### src/hw/rtl/mode_frequency_tracker_core_assert.svh
// Assertion macros used by the tracker's core RTL.
`ifndef MODE_FREQUENCY_TRACKER_CORE_ASSERT_SVH
`define MODE_FREQUENCY_TRACKER_CORE_ASSERT_SVH

// Implication that must hold in the same cycle.
`define MFT_ASSERT_NOW(lbl, ante, cons, msg) \
    lbl: assert property (@(posedge i_clk) disable iff (!i_rst_n) (ante) |-> (cons)) \
        else $error(msg);

// Implication whose consequent must hold in the next cycle.
`define MFT_ASSERT_NEXT(lbl, ante, cons, msg) \
    lbl: assert property (@(posedge i_clk) disable iff (!i_rst_n) (ante) |=> (cons)) \
        else $error(msg);

`endif

### src/hw/rtl/mft_pkg.sv
package mft_pkg;

    localparam int VALUE_W = 64;
    localparam int COUNT_W = 32;

    localparam logic FUNC_ADD   = 1'b0;
    localparam logic FUNC_CLEAR = 1'b1;

    typedef struct packed {
        logic                      func;
        logic signed [VALUE_W-1:0] value;
        logic [COUNT_W-1:0]        inc;
    } t_item;

    typedef struct packed {
        logic               hit;
        logic [COUNT_W-1:0] count;
        logic               dropped;
        logic               saturated;
    } t_upd;

endpackage

### src/hw/rtl/mft_mode.sv
module mft_mode (
    input  logic                               i_clk,
    input  logic                               i_rst_n,
    input  logic                               i_clr,
    input  logic signed [mft_pkg::VALUE_W-1:0] i_value,
    input  mft_pkg::t_upd                      i_upd,
    output logic signed [mft_pkg::VALUE_W-1:0] o_best_value,
    output logic [mft_pkg::COUNT_W-1:0]        o_best_count
);
    import mft_pkg::*;

    logic signed [VALUE_W-1:0] r_value;
    logic signed [VALUE_W-1:0] n_value;
    logic [COUNT_W-1:0]        r_count;
    logic [COUNT_W-1:0]        n_count;

    // Counts only grow, so offering each updated entry keeps the mode exact.
    always_comb begin
        n_value = r_value;
        n_count = r_count;
        if (i_clr) begin
            n_value = '0;
            n_count = '0;
        end else if (i_upd.hit && ((i_upd.count > r_count) ||
                     ((i_upd.count == r_count) && (i_value < r_value)))) begin
            n_value = i_value;
            n_count = i_upd.count;
        end
    end

    always_ff @(posedge i_clk) begin
        if (!i_rst_n) begin
            r_value <= '0;
            r_count <= '0;
        end else begin
            r_value <= n_value;
            r_count <= n_count;
        end
    end

    assign o_best_value = n_value;
    assign o_best_count = n_count;

endmodule

### config.mk
export PLATFORM = sky130hd
export DESIGN_NAME = mft_mode
export DESIGN_NICKNAME = d
export VERILOG_FILES = /design/src/hw/rtl/mode_frequency_tracker_core_assert.svh /design/src/hw/rtl/mft_pkg.sv /design/src/hw/rtl/mft_mode.sv
export SDC_FILE = /design/constraint.sdc
export NUM_CORES = 1
export LEC_CHECK = 0
export BUFFER_PORTS_ARGS = -buffer_cell sky130_fd_sc_hd__buf_4
export CELL_PAD_IN_SITES_DETAIL_PLACEMENT = 0
export CELL_PAD_IN_SITES_GLOBAL_PLACEMENT = 1
export CORE_MARGIN = 2
export CORE_UTILIZATION = 42
export DETAILED_ROUTE_END_ITERATION = 6
export MAX_ROUTING_LAYER = met4
export PLACE_DENSITY = 0.89
export SLEW_MARGIN = 25
export SYNTH_ARGS = -nofsm -noshare
export SYNTH_HDL_FRONTEND = slang
export SYNTH_SLANG_ARGS = --single-unit
### constraint.sdc
create_clock -name i_clk -period 8.7 [get_ports i_clk]
set_input_delay 0.435 -clock i_clk [delete_from_list [all_inputs] [get_ports i_clk]]
set_output_delay 0.435 -clock i_clk [all_outputs]
set_load 0.02 [all_outputs]
# Yosys cells after proc, flatten, opt, wreduce, memory -nomap -nowiden
# Cells that the tools add are included.
[word_totals]
input_bits = 102
word_cells = 12
ff_bits = 96
[op_classes]
n_eq_ne = 1
reduce_logical = 3
magnitude_cmp = 2
mux = 4
[op_table]
columns = ["op", "count"]
rows = [
  ["$mux 64", 2],
  ["$lt 64x64->1", 1],
  ["$mux 32", 2],
  ["$eq 32x32->1", 1],
  ["$gt 32x32->1", 1],
  ["$logic_and 1x1->1", 2],
  ["$logic_or 1x1->1", 1],
]

# Logic depth before layout (Yosys ltp)
# Gate-level depths: netlist (run 1).
[logic_depth]
ltp_word = 6
depth_mapped = 14
depth_no_buf = 11

# Worst setup path before layout (run 1)
# OpenSTA, ideal clock, no wires.
[synth_timing]
path_kind = "in2out"
start = "input port i_upd[31] (netlist name)"
end = "output port o_best_count[18] (netlist name)"
setup_slack_ns = 5.240
arrival_time_ns = 3.025
cell_stages = 13
required_time_ns = 8.265
cell_sequence = "ha_1 > nand4_1 > or2_1 > nor4_2 > and4_4 > o21ai_2 > a21boi_2 > o221ai_2 > buf_6 > buf_12 > buf_6 > or3b_1 > a21oi_1"
[synth_between]
elab_chain_cells = 6
word_cells_on_any_way = 7
[synth_rtl]
columns = ["element", "line_no", "source"]
rows = [
  ["start, declared", "mft_mode.sv:6", "input mft_pkg::t_upd i_upd,"],
  ["branches (longest 2 deep; another with $gt 32x32->1)", "n/a", ""],
  ["$logic_or 1x1->1 (*)", "mft_mode.sv:24", "end else if (i_upd.hit && ((i_upd.count > r_count) ||"],
  ["$logic_and 1x1->1 (*)", "mft_mode.sv:24", ""],
  ["$mux 32 (*)", "mft_mode.sv:24", ""],
  ["$mux 32 (*)", "mft_mode.sv:21", "if (i_clr) begin"],
  ["end, declared", "mft_mode.sv:8", "output logic [mft_pkg::COUNT_W-1:0] o_best_count"],
]
# Mark *: on every way between the ends.

# Final worst setup path (run 1)
[layout_timing]
start = "register r_value[41]"
end = "output port o_best_count[28] (netlist name)"
[layout_between]
elab_chain_cells = 6
[layout_rtl]
columns = ["element", "line_no", "source"]
rows = [
  ["start, declared", "mft_mode.sv:12", "logic signed [VALUE_W-1:0] r_value;"],
  ["start signal, assigned", "mft_mode.sv:36", "r_value <= n_value;"],
  ["$lt 64x64->1", "mft_mode.sv:25", "((i_upd.count == r_count) && (i_value < r_value)))) begin"],
  ["$logic_and 1x1->1", "mft_mode.sv:25", ""],
  ["$logic_or 1x1->1", "mft_mode.sv:24", ""],
  ["$logic_and 1x1->1", "mft_mode.sv:24", ""],
  ["$mux 32", "mft_mode.sv:24", ""],
  ["$mux 32", "mft_mode.sv:21", ""],
]
# Every way passes these cells.

==> results of run 1 <==
[flip-flops by register name, indices dropped and copies added (netlist names)]
register / flops
r_value: 64
r_count: 32
[final timing paths]
kind | endpoint | slack, ns | cells past startpoint
worst max register to register | r_value[47] | 5.33 | 12
worst min-delay path | r_value[16] | 0.46 | 3
worst min register to register | r_count[9] | 0.51 | 2
worst max-delay path | o_best_count[28] | 4.37 | 13
[synthesized netlist by cell type, drive strengths merged (7+ instances only)]
library cell	n
dfxtp	96
nor2	11
ha	95
nand3	7
nand4	18
a21o	11
buf	12
o21ai	114
inv	97
clkbuf	51
a21oi	133
or3b	95
a21boi	98
nand2	18
[through the flow]
step | util | std cells | hold slack (ns) | setup slack, ns
2_1_floorplan | - | 888 | 0.487 | 5.24
3_3_place_gp | 0.520 | 1245 | 0.497 | 4.52
3_5_place_dp | 0.520 | 1245 | 0.504 | 4.52
4_1_cts | 0.540 | 1261 | 0.448 | 4.34
5_1_grt | 0.540 | 1261 | 0.461 | 4.01
6_report | 0.540 | 1261 | 0.462 | 4.37
[report_power, final]
| part | leakage (nW) | total, W | switching (W) | internal, W |
|---|---|---|---|---|
| clock | 0.156 | 0.000439 | 0.000187 | 0.000253 |
| sequential | 0.780 | 0.000460 | 0.00000627 | 0.000454 |
| combinational | 2.68 | 0.000308 | 0.000169 | 0.000139 |
[layout make-up]
class,instances,area share
inverter,97,0.0404
tap,220,0.0305
multi-input combinational,632,0.513
clock buffer,9,0.0250
timing repair buffer,200,0.167
clock inverter,7,0.0106
sequential,96,0.213
[worst register-to-register path: cells and delay by family, from the launching register on]
kind	cells	cell delay, ns
fa+ha+maj	1	0.28
flops	1	0.33
simple gates	2	0.29
compound gates	7	1.63
buf+inv	2	0.77
[logic make-up (layout without fill, tap and decap cells)]
logic type / after synthesis / after routing / synth area share
adders and majority gates: 95 / 95 / 0.165
and+or+nand+nor: 167 / 167 / 0.169
buffers and inverters: 160 / 313 / 0.0953
AOI/OAI and AO/OA: 370 / 370 / 0.304
DFF: 96 / 96 / 0.267
[layout by cell type, fill, tap and decap left out, types with 4 or more instances in the layout]
cell type  instances
nor2_1            11
nand2_1           18
o21ai_0          113
dfxtp_1           96
nand4_1           18
or3b_1            93
buf_4            199
ha_1              95
a21boi_1          95
a21o_1            11
a211oi_1           4
clkbuf_16          9
inv_1             97
a21oi_1          131
nor3_1             4
nand3_1            7
[metal layers]
metal  track usage  vias up
met5             -        -
met4        0.0689        0
met3        0.0349       26
met2         0.317      155
met1         0.279     3114
li1              -     3516
==> results.ini, run 1 <==
[hold_path]
hp-class = input pin to flip-flop
min_from = i_value[16]

[die]
dieArea_sq_um = 18200
start_util = 0.432
coreArea_sq_um = 16700
chipWidth_um = 135
die_y_um = 135
row_count = 47
io_pins = 198

[power_and_ir_drop]
p_per_area_nw_per_um2 = 134
p_leak_nw = 3.62
ir_drop_v = 0.0000930
total_power_w = 0.00121

[worst_setup_path]
crit_path_end_kind = output pin
crit_required_ns = 8.27
startpoint_type = flip-flop
worst_path_max_delay_cell = buf_4
crit-reg2reg-launch = r_value[41]
critPathTopFamily = compound AO/OA/AOI/OAI gates
critPathKind = flip-flop to output pin
cp_cell_sequence = inv_1, ha_1, a21o_1, nand3_1, a21oi_1, o311a_1, a211oi_2, nand4b_1, o221ai_4, buf_4, o21ai_0, a21oi_1, buf_4
worst-path-buf-inv = 3
crit_start = r_value[41]
cp_max_fo = 112
arrival_ns = 3.89
cp_slowest_stage_delay_ns = 0.73

[yosys]
synth-main-ff-cell = dfxtp_1
synthCells = 888
synth.area.top_cells = dfxtp_1 27%, ha_1 16%, or3b_1 11%, a21boi_1 9.9%, a21oi_1 9.1%
ys_seq_elements = 96
seq_area_frac_synth = 0.267
yosys.area.top_type = dfxtp_1
synth-edff-count = 0
synth_nets = 1085
synth_top_area_frac = 0.267
post_synth_num_cell_types = 40
syn_avg_cell_area_sq_um = 8.12
yosys_warnings = 0
netlist_area_sq_um = 7210
async_reset_ff_frac = 0

[layout]
antenna_cells = 0
drive_above_1_share = 0.219
design_area_sq_um = 9010
multi_input_area_sq_um = 4630
regArea_sq_um = 1920
area_growth_pct = 25.0
fillers = 1661
final_nets = 1233

[clocking]
cts.sinks = 96
path_clk_slew_ns = 0.08
postCtsHoldBufs = 0
cts_tree = yes
cts_resized = 0
cts_buffers = 9
cts_buffer_depth = 2
postCtsSetupBuffers = 0
h-tree-depth = 3
insertion_delay_ns = 0.35
root_buffer = clkbuf_16

[placed_design]
portBuffers = 195
place_area_sq_um = 8690
hpwl_um = 12700
gp_congestion = 0.758

[sta]
max_freq_mhz = 231
hold_viol = 0
finalCritPeriodShare = 0.498
max_slew_margin = 0.376
period_minus_slack_ns = 4.33
report.final.slew_viol_count = 0
rsz0062_at_grt = false
fin_tns_setup_ns = 0
worst_slew_pin_slew_ns = 0.936
finClkSkew_ns = 0.0110
setup_viol = 0

[route]
drtAntennaViolNets = 0
wire_per_inst_um = 14.9
dr.first_iter.drc_count = 346
drt-met1-wl_um = 9010
firstDrtPassIters = 4
drc_errors = 0
drt-vias-per-instance = 5.40
top_layer_used = met4
wl_met3_um = 930
wl_met2_um = 8430
wirelength_um = 18700
dr_total_vias = 6811

[global_route]
grt_max_degree = 113
track_usage = 0.207
grt_first_pass_wirelength_um = 30200
grt.overflow.total = 0
grt_pass1_vias = 6292
antenna_found_initial = 0

[run_status]
run_status = complete, no violations

[flow_run]
drv_cap = 0

(Power assumes the default switching activity.)
==> run 2, diff against run 1 <==
CORE_UTILIZATION = 35   (was 42)
PLACE_DENSITY = 0.79   (was 0.89)
clock period = 3.6 ns   (was 8.7 ns; I/O delays follow)
==> run 2 against run 1 <==
Against the previous run: the run now ends with setup timing left; largest cell class unchanged; critical path depth unchanged; hold slack worse by 0.25 ns; worst setup slack got worse by 4.4 ns; sequential share of layout area down 1.7 points; first-iteration DRC count is 39% lower; count of clock-buffer cells in the layout grew 3; power is 150% higher; largest power group unchanged; cell count increased by 5.5%; critical endpoint is now o_best_value[58]; flip-flop and latch count unchanged; global-route usage shrank 2.3 points; register-to-register slack got worse by 4.8 ns; highest routed layer unchanged.
==> results.ini, run 2 (synthesis gave the netlist of run 1 again) <==
[worst_setup_path]
arrival_ns = 3.44
ff2ff_path_depth = 13
cp_max_fo = 39
startpoint_type = flip-flop
crit_path_end_kind = output pin
crit_required_ns = 3.42
crit-reg2reg-launch = r_count[29]
reg2reg_slack_ns = 0.54
reg2reg_to = r_value[23]
critPathKind = flip-flop to output pin

[die]
coreArea_sq_um = 20200
dieArea_sq_um = 21800
die_y_um = 148
io_pins = 198
chipWidth_um = 148
row_count = 52
start_util = 0.356

[placed_design]
dp.cells = 1300
portBuffers = 195
hpwl_um = 13500
place_area_sq_um = 8850
pre_cts_ws_ns = 0.218
gp_congestion = 0.777

[sta]
finalCritPeriodShare = 1.01
max_slew_margin = 0.375
period_minus_slack_ns = 3.62
rsz0062_at_grt = true
finClkSkew_ns = 0.0100
hold_viol = 0
setup_viol = 15
max_freq_mhz = 276
worst_slew_pin_slew_ns = 0.937
setup_ws_ns = -0.0243
report.final.slew_viol_count = 0

[layout]
largest_reg_flops = 64
layout_commonest_cell = buf_4
drive_above_1_share = 0.315
top_regs = r_value: 64 flops, r_count: 32 flops
final_nets = 1253
area_growth_pct = 36.6
final-instance-count-excl-fill = 1330
regMostFlops = r_value
design_area_sq_um = 9850
final_cell_mix = 194 x buf_4, 95 x a21boi_1, 93 x inv_1
antenna_cells = 0

[global_route]
antenna_found_initial = 0
grt_max_degree = 101
track_usage = 0.185
grt.overflow.total = 0
grt_pass1_vias = 6673
grt_first_pass_wirelength_um = 32400

[route]
drt-vias-per-instance = 5.24
drtAntennaViolNets = 0
wire_per_inst_um = 15.8
dr_total_vias = 6967
dr.first_iter.drc_count = 212
firstDrtPassIters = 4
drc_errors = 0
wirelength_um = 21000

[clocking]
path_clk_slew_ns = 0.07
root_buffer = clkbuf_16
cts_buffer_depth = 2
insertion_delay_ns = 0.35
h-tree-depth = 3
cts.sinks = 96
cts_tree = yes
cts_buffers = 9

[run_status]
violations = setup timing
run_status = complete, but fails checks

[hold_path]
min_path_cells = 3
hp-class = input pin to flip-flop
min_to = r_value[50]
min_from = i_value[50]

[power_and_ir_drop]
total_power_w = 0.00300
ir_drop_v = 0.000195
p_leak_nw = 3.83
p_per_area_nw_per_um2 = 304

[flow_run]
drv_cap = 0

[run 2: changes by cell type in the layout (fill, tap and decap cells not counted), moves of 12 or more]
cell     before  now
a21oi_1     131   86
a21oi_2       2   44
buf_6         1   13
o21ai_0     113   88
o21ai_1       0   24
or3b_1       93   74
or3b_4        2   21
[run 2: layout make-up]
type                            instances  area, sq um
Fill cell                            1997        10400
Multi-Input combinational cell        633         5050
Sequential cell                        96         1930
Timing Repair Buffer                  219         1880
Inverter                               97          364
Tap cell                              270          338
Clock buffer                           12          246
Clock inverter                          3         42.5
[run 2: worst max-delay path by stage]
| stage | from | endpoint | slack, ns | cells after the start |
|---|---|---|---|---|
| finish | r_count[29] | o_best_value[58] | -0.02 | 13 |
| global route | r_count[31] | o_best_value[34] | -0.19 | 14 |
| floorplan | r_count[29] | o_best_count[18] | 0.50 | 14 |
| CTS | r_count[23] | o_best_value[63] | -0.007 | 13 |
| global placement | r_count[29] | o_best_value[19] | 0.29 | 12 |
| detailed placement | r_count[31] | o_best_count[6] | 0.22 | 13 |
[run 2: per-stage QoR]
step                      setup TNS (ns)   util  hold WS (ns)
after global routing              -14.37  0.487         0.209
after global placement                 0  0.437         0.497
final                             -0.163  0.487         0.210
after CTS                        -0.0112  0.456         0.197
after floorplan                        0      -         0.439
after detailed placement               0  0.437         0.505
[run 2: report_power, final]
| group | internal, W | leakage, nW | total, W | switching (W) |
|---|---|---|---|---|
| Clock | 0.000555 | 0.139 | 0.000986 | 0.000431 |
| Sequential | 0.00110 | 0.783 | 0.00111 | 0.0000159 |
| Combinational | 0.000423 | 2.91 | 0.000896 | 0.000473 |
| Total | 0.00208 | 3.83 | 0.00300 | 0.000920 |
[run 2: critical path: stages (launching register included)]
cell      delay [ns]
dfxtp_2         0.34
inv_2           0.04
ha_4            0.26
nand4_1         0.09
or2_4           0.27
nor4_4          0.29
and4_4          0.30
o21ai_4         0.07
a21boi_4        0.25
o221ai_4        0.19
buf_12          0.23
or3b_4          0.43
a21oi_4         0.18
buf_6           0.14
[run 2: per-layer routing]
layer  GRT usage  up-vias  routed length, um
met1       0.244     3279              10100
met4      0.0413        0                176
met5           -        -                  0
met3      0.0315       10                926
li1            -     3540                  -
met2       0.298      138               9820
[run 2: timing repair]
item	in CTS	in global routing
gates resized for setup	12	130
hold buffers	0	0
pin swaps	7	16
gates cloned	1	7
setup buffers	2	7
setup endpoints to repair	96	96
==> run 3, diff against run 2 <==
BUFFER_PORTS_ARGS = -buffer_cell sky130_fd_sc_hd__buf_2   (was -buffer_cell sky130_fd_sc_hd__buf_4)
==> run 3 against run 2 <==
Against the previous run: the flow now finishes without violations; power down 1.8%; count of clock-buffer cells in the layout down 2; cell count up 0.38%; sequential power about the same; combinational power down 5.1%; fmax up 3.1%; sequential share of layout area up 0.85 points; worst setup slack better by 0.11 ns; first-iteration DRC count up 47%; hold slack worse by 0.0019 ns; design area down 4.3%; largest cell class unchanged.
==> results.ini, run 3 (synthesis gave the netlist of run 1 again) <==
[run_status]
run_status = complete, no violations

[global_route]
grt_max_degree = 97
grt_first_pass_wirelength_um = 33100
antenna_found_initial = 0
grt_pass1_vias = 6762
grt.overflow.total = 0
track_usage = 0.191

[placed_design]
gp_congestion = 0.758
pre_cts_ws_ns = 0.220
dp.cells = 1300
hpwl_um = 13200
place_area_sq_um = 8380
portBuffers = 195

[clocking]
cts_buffers = 9
cts_tree = yes
path_clk_slew_ns = 0.07
root_buffer = clkbuf_16
insertion_delay_ns = 0.34
cts_buffer_depth = 2
cts.sinks = 96
h-tree-depth = 3

[worst_setup_path]
worst-path-buf-inv = 4
critPathTopFamily = simple AND/OR/NAND/NOR gates
crit_top_cell = a21oi_1
cp_slowest_stage_delay_ns = 0.37
critPathKind = flip-flop to output pin
cp_max_fo = 10
cp_num_cells = 14
startpoint_type = flip-flop
worst_path_max_delay_cell = or3b_1
cp_cell_sequence = inv_2, ha_4, nand4_1, nor3_1, a2111oi_2, o21ai_0, a21oi_1, a21boi_2, o221ai_4, buf_12, clkbuf_16, or3b_1, a21oi_1, buf_4
arrival_ns = 3.34
crit_path_end_kind = output pin
crit_required_ns = 3.42
ff2ff_path_depth = 14

[hold_path]
min_path_cells = 3
hp-class = input pin to flip-flop

[flow_run]
drv_cap = 0

[sta]
period_minus_slack_ns = 3.52
max_freq_mhz = 284
finalCritPeriodShare = 0.977
setup_viol = 0
hold_viol = 0
worst_slew_pin_slew_ns = 1.01
rsz0062_at_grt = true
finClkSkew_ns = 0.00939
max_slew_margin = 0.330
report.final.slew_viol_count = 0
setup_ws_ns = 0.0841

[layout]
final_cell_mix = 131 x buf_2, 103 x a21oi_1, 103 x o21ai_0
layout_commonest_cell = buf_2
design_area_sq_um = 9430
drive_above_1_share = 0.290
largest_reg_flops = 64
antenna_cells = 0
regArea_sq_um = 1930
fillers = 2013
multi_input_area_sq_um = 4880
area_growth_pct = 30.8
regMostFlops = r_value
final_nets = 1258
top_regs = r_value: 64 flops, r_count: 32 flops
final-instance-count-excl-fill = 1335

[die]
io_pins = 198
coreArea_sq_um = 20200
row_count = 52
chipWidth_um = 148
start_util = 0.356
die_y_um = 148
dieArea_sq_um = 21800

[route]
wire_per_inst_um = 16.2
wirelength_um = 21700
firstDrtPassIters = 5
dr_total_vias = 7045
drtAntennaViolNets = 0
dr.first_iter.drc_count = 311
drt-vias-per-instance = 5.28
drc_errors = 0

[power_and_ir_drop]
p_leak_nw = 3.77
ir_drop_v = 0.000204
p_per_area_nw_per_um2 = 312

run 3: cell count changes in the layout (fill, tap and decap cells not counted), sizes merged:
cell,previous run,this run
clkinvlp,1,2
clkbuf,17,15
buf,214,220
clkinv,1,2
o221ai,2,1
run 3: path summary, 6_finish.rpt:
kind | end | startpoint | slack (ns)
setup / recovery | o_best_value[0] | r_count[21] | 0.08
hold reg to reg | r_value[50] | r_value[50] | 0.51
hold / removal | r_count[12] | i_upd[14] | 0.21
setup reg to reg | r_value[2] | r_count[21] | 0.60
run 3: routing by layer:
metal	up-vias	global-route usage	share of wire
met4	0	0.0322	0.0074
met5	-	-	0
met3	13	0.0373	0.054
met2	165	0.317	0.47
li1	3545	-	-
met1	3322	0.244	0.47
run 3: layout make-up:
class	instances	area share
Clock inverter	5	0.00624
Sequential cell	96	0.204
Tap cell	270	0.0358
Timing Repair Buffer	225	0.173
Inverter	97	0.0386
Multi-Input combinational cell	632	0.517
Clock buffer	10	0.0243
run 3: power breakdown:
group	switching [W]	internal, W	total, W
Clock	0.000441	0.000536	0.000978
Sequential	0.0000154	0.00110	0.00111
Combinational	0.000468	0.000382	0.000850
run 3: tightest hold or removal path, delay by kind of cell:
family,cells,cell delay [ns]
AOI/OAI and AO/OA,1,0.05
buffers and inverters,1,0.11
and+or+nand+nor,1,0.17
run 3: what timing repair did:
action,in CTS,in global routing
gates resized for setup,57,93
cloned,4,6
pin swaps,9,9
hold buffers,0,0
setup buffers,8,3
setup endpoints to repair,96,96
run 3: stage by stage:
| step | total power (W) | TNS [ns] | utilization | hold WS, ns |
|---|---|---|---|---|
| 3_5_place_dp | 0.00183 | 0 | 0.414 | 0.505 |
| 6_report | 0.00294 | 0 | 0.466 | 0.208 |
| 3_3_place_gp | 0.00183 | 0 | 0.414 | 0.497 |
| 4_1_cts | 0.00291 | 0 | 0.446 | 0.187 |
| 5_1_grt | 0.00312 | -6.45 | 0.466 | 0.194 |
| 2_1_floorplan | 0.00162 | 0 | - | 0.439 |
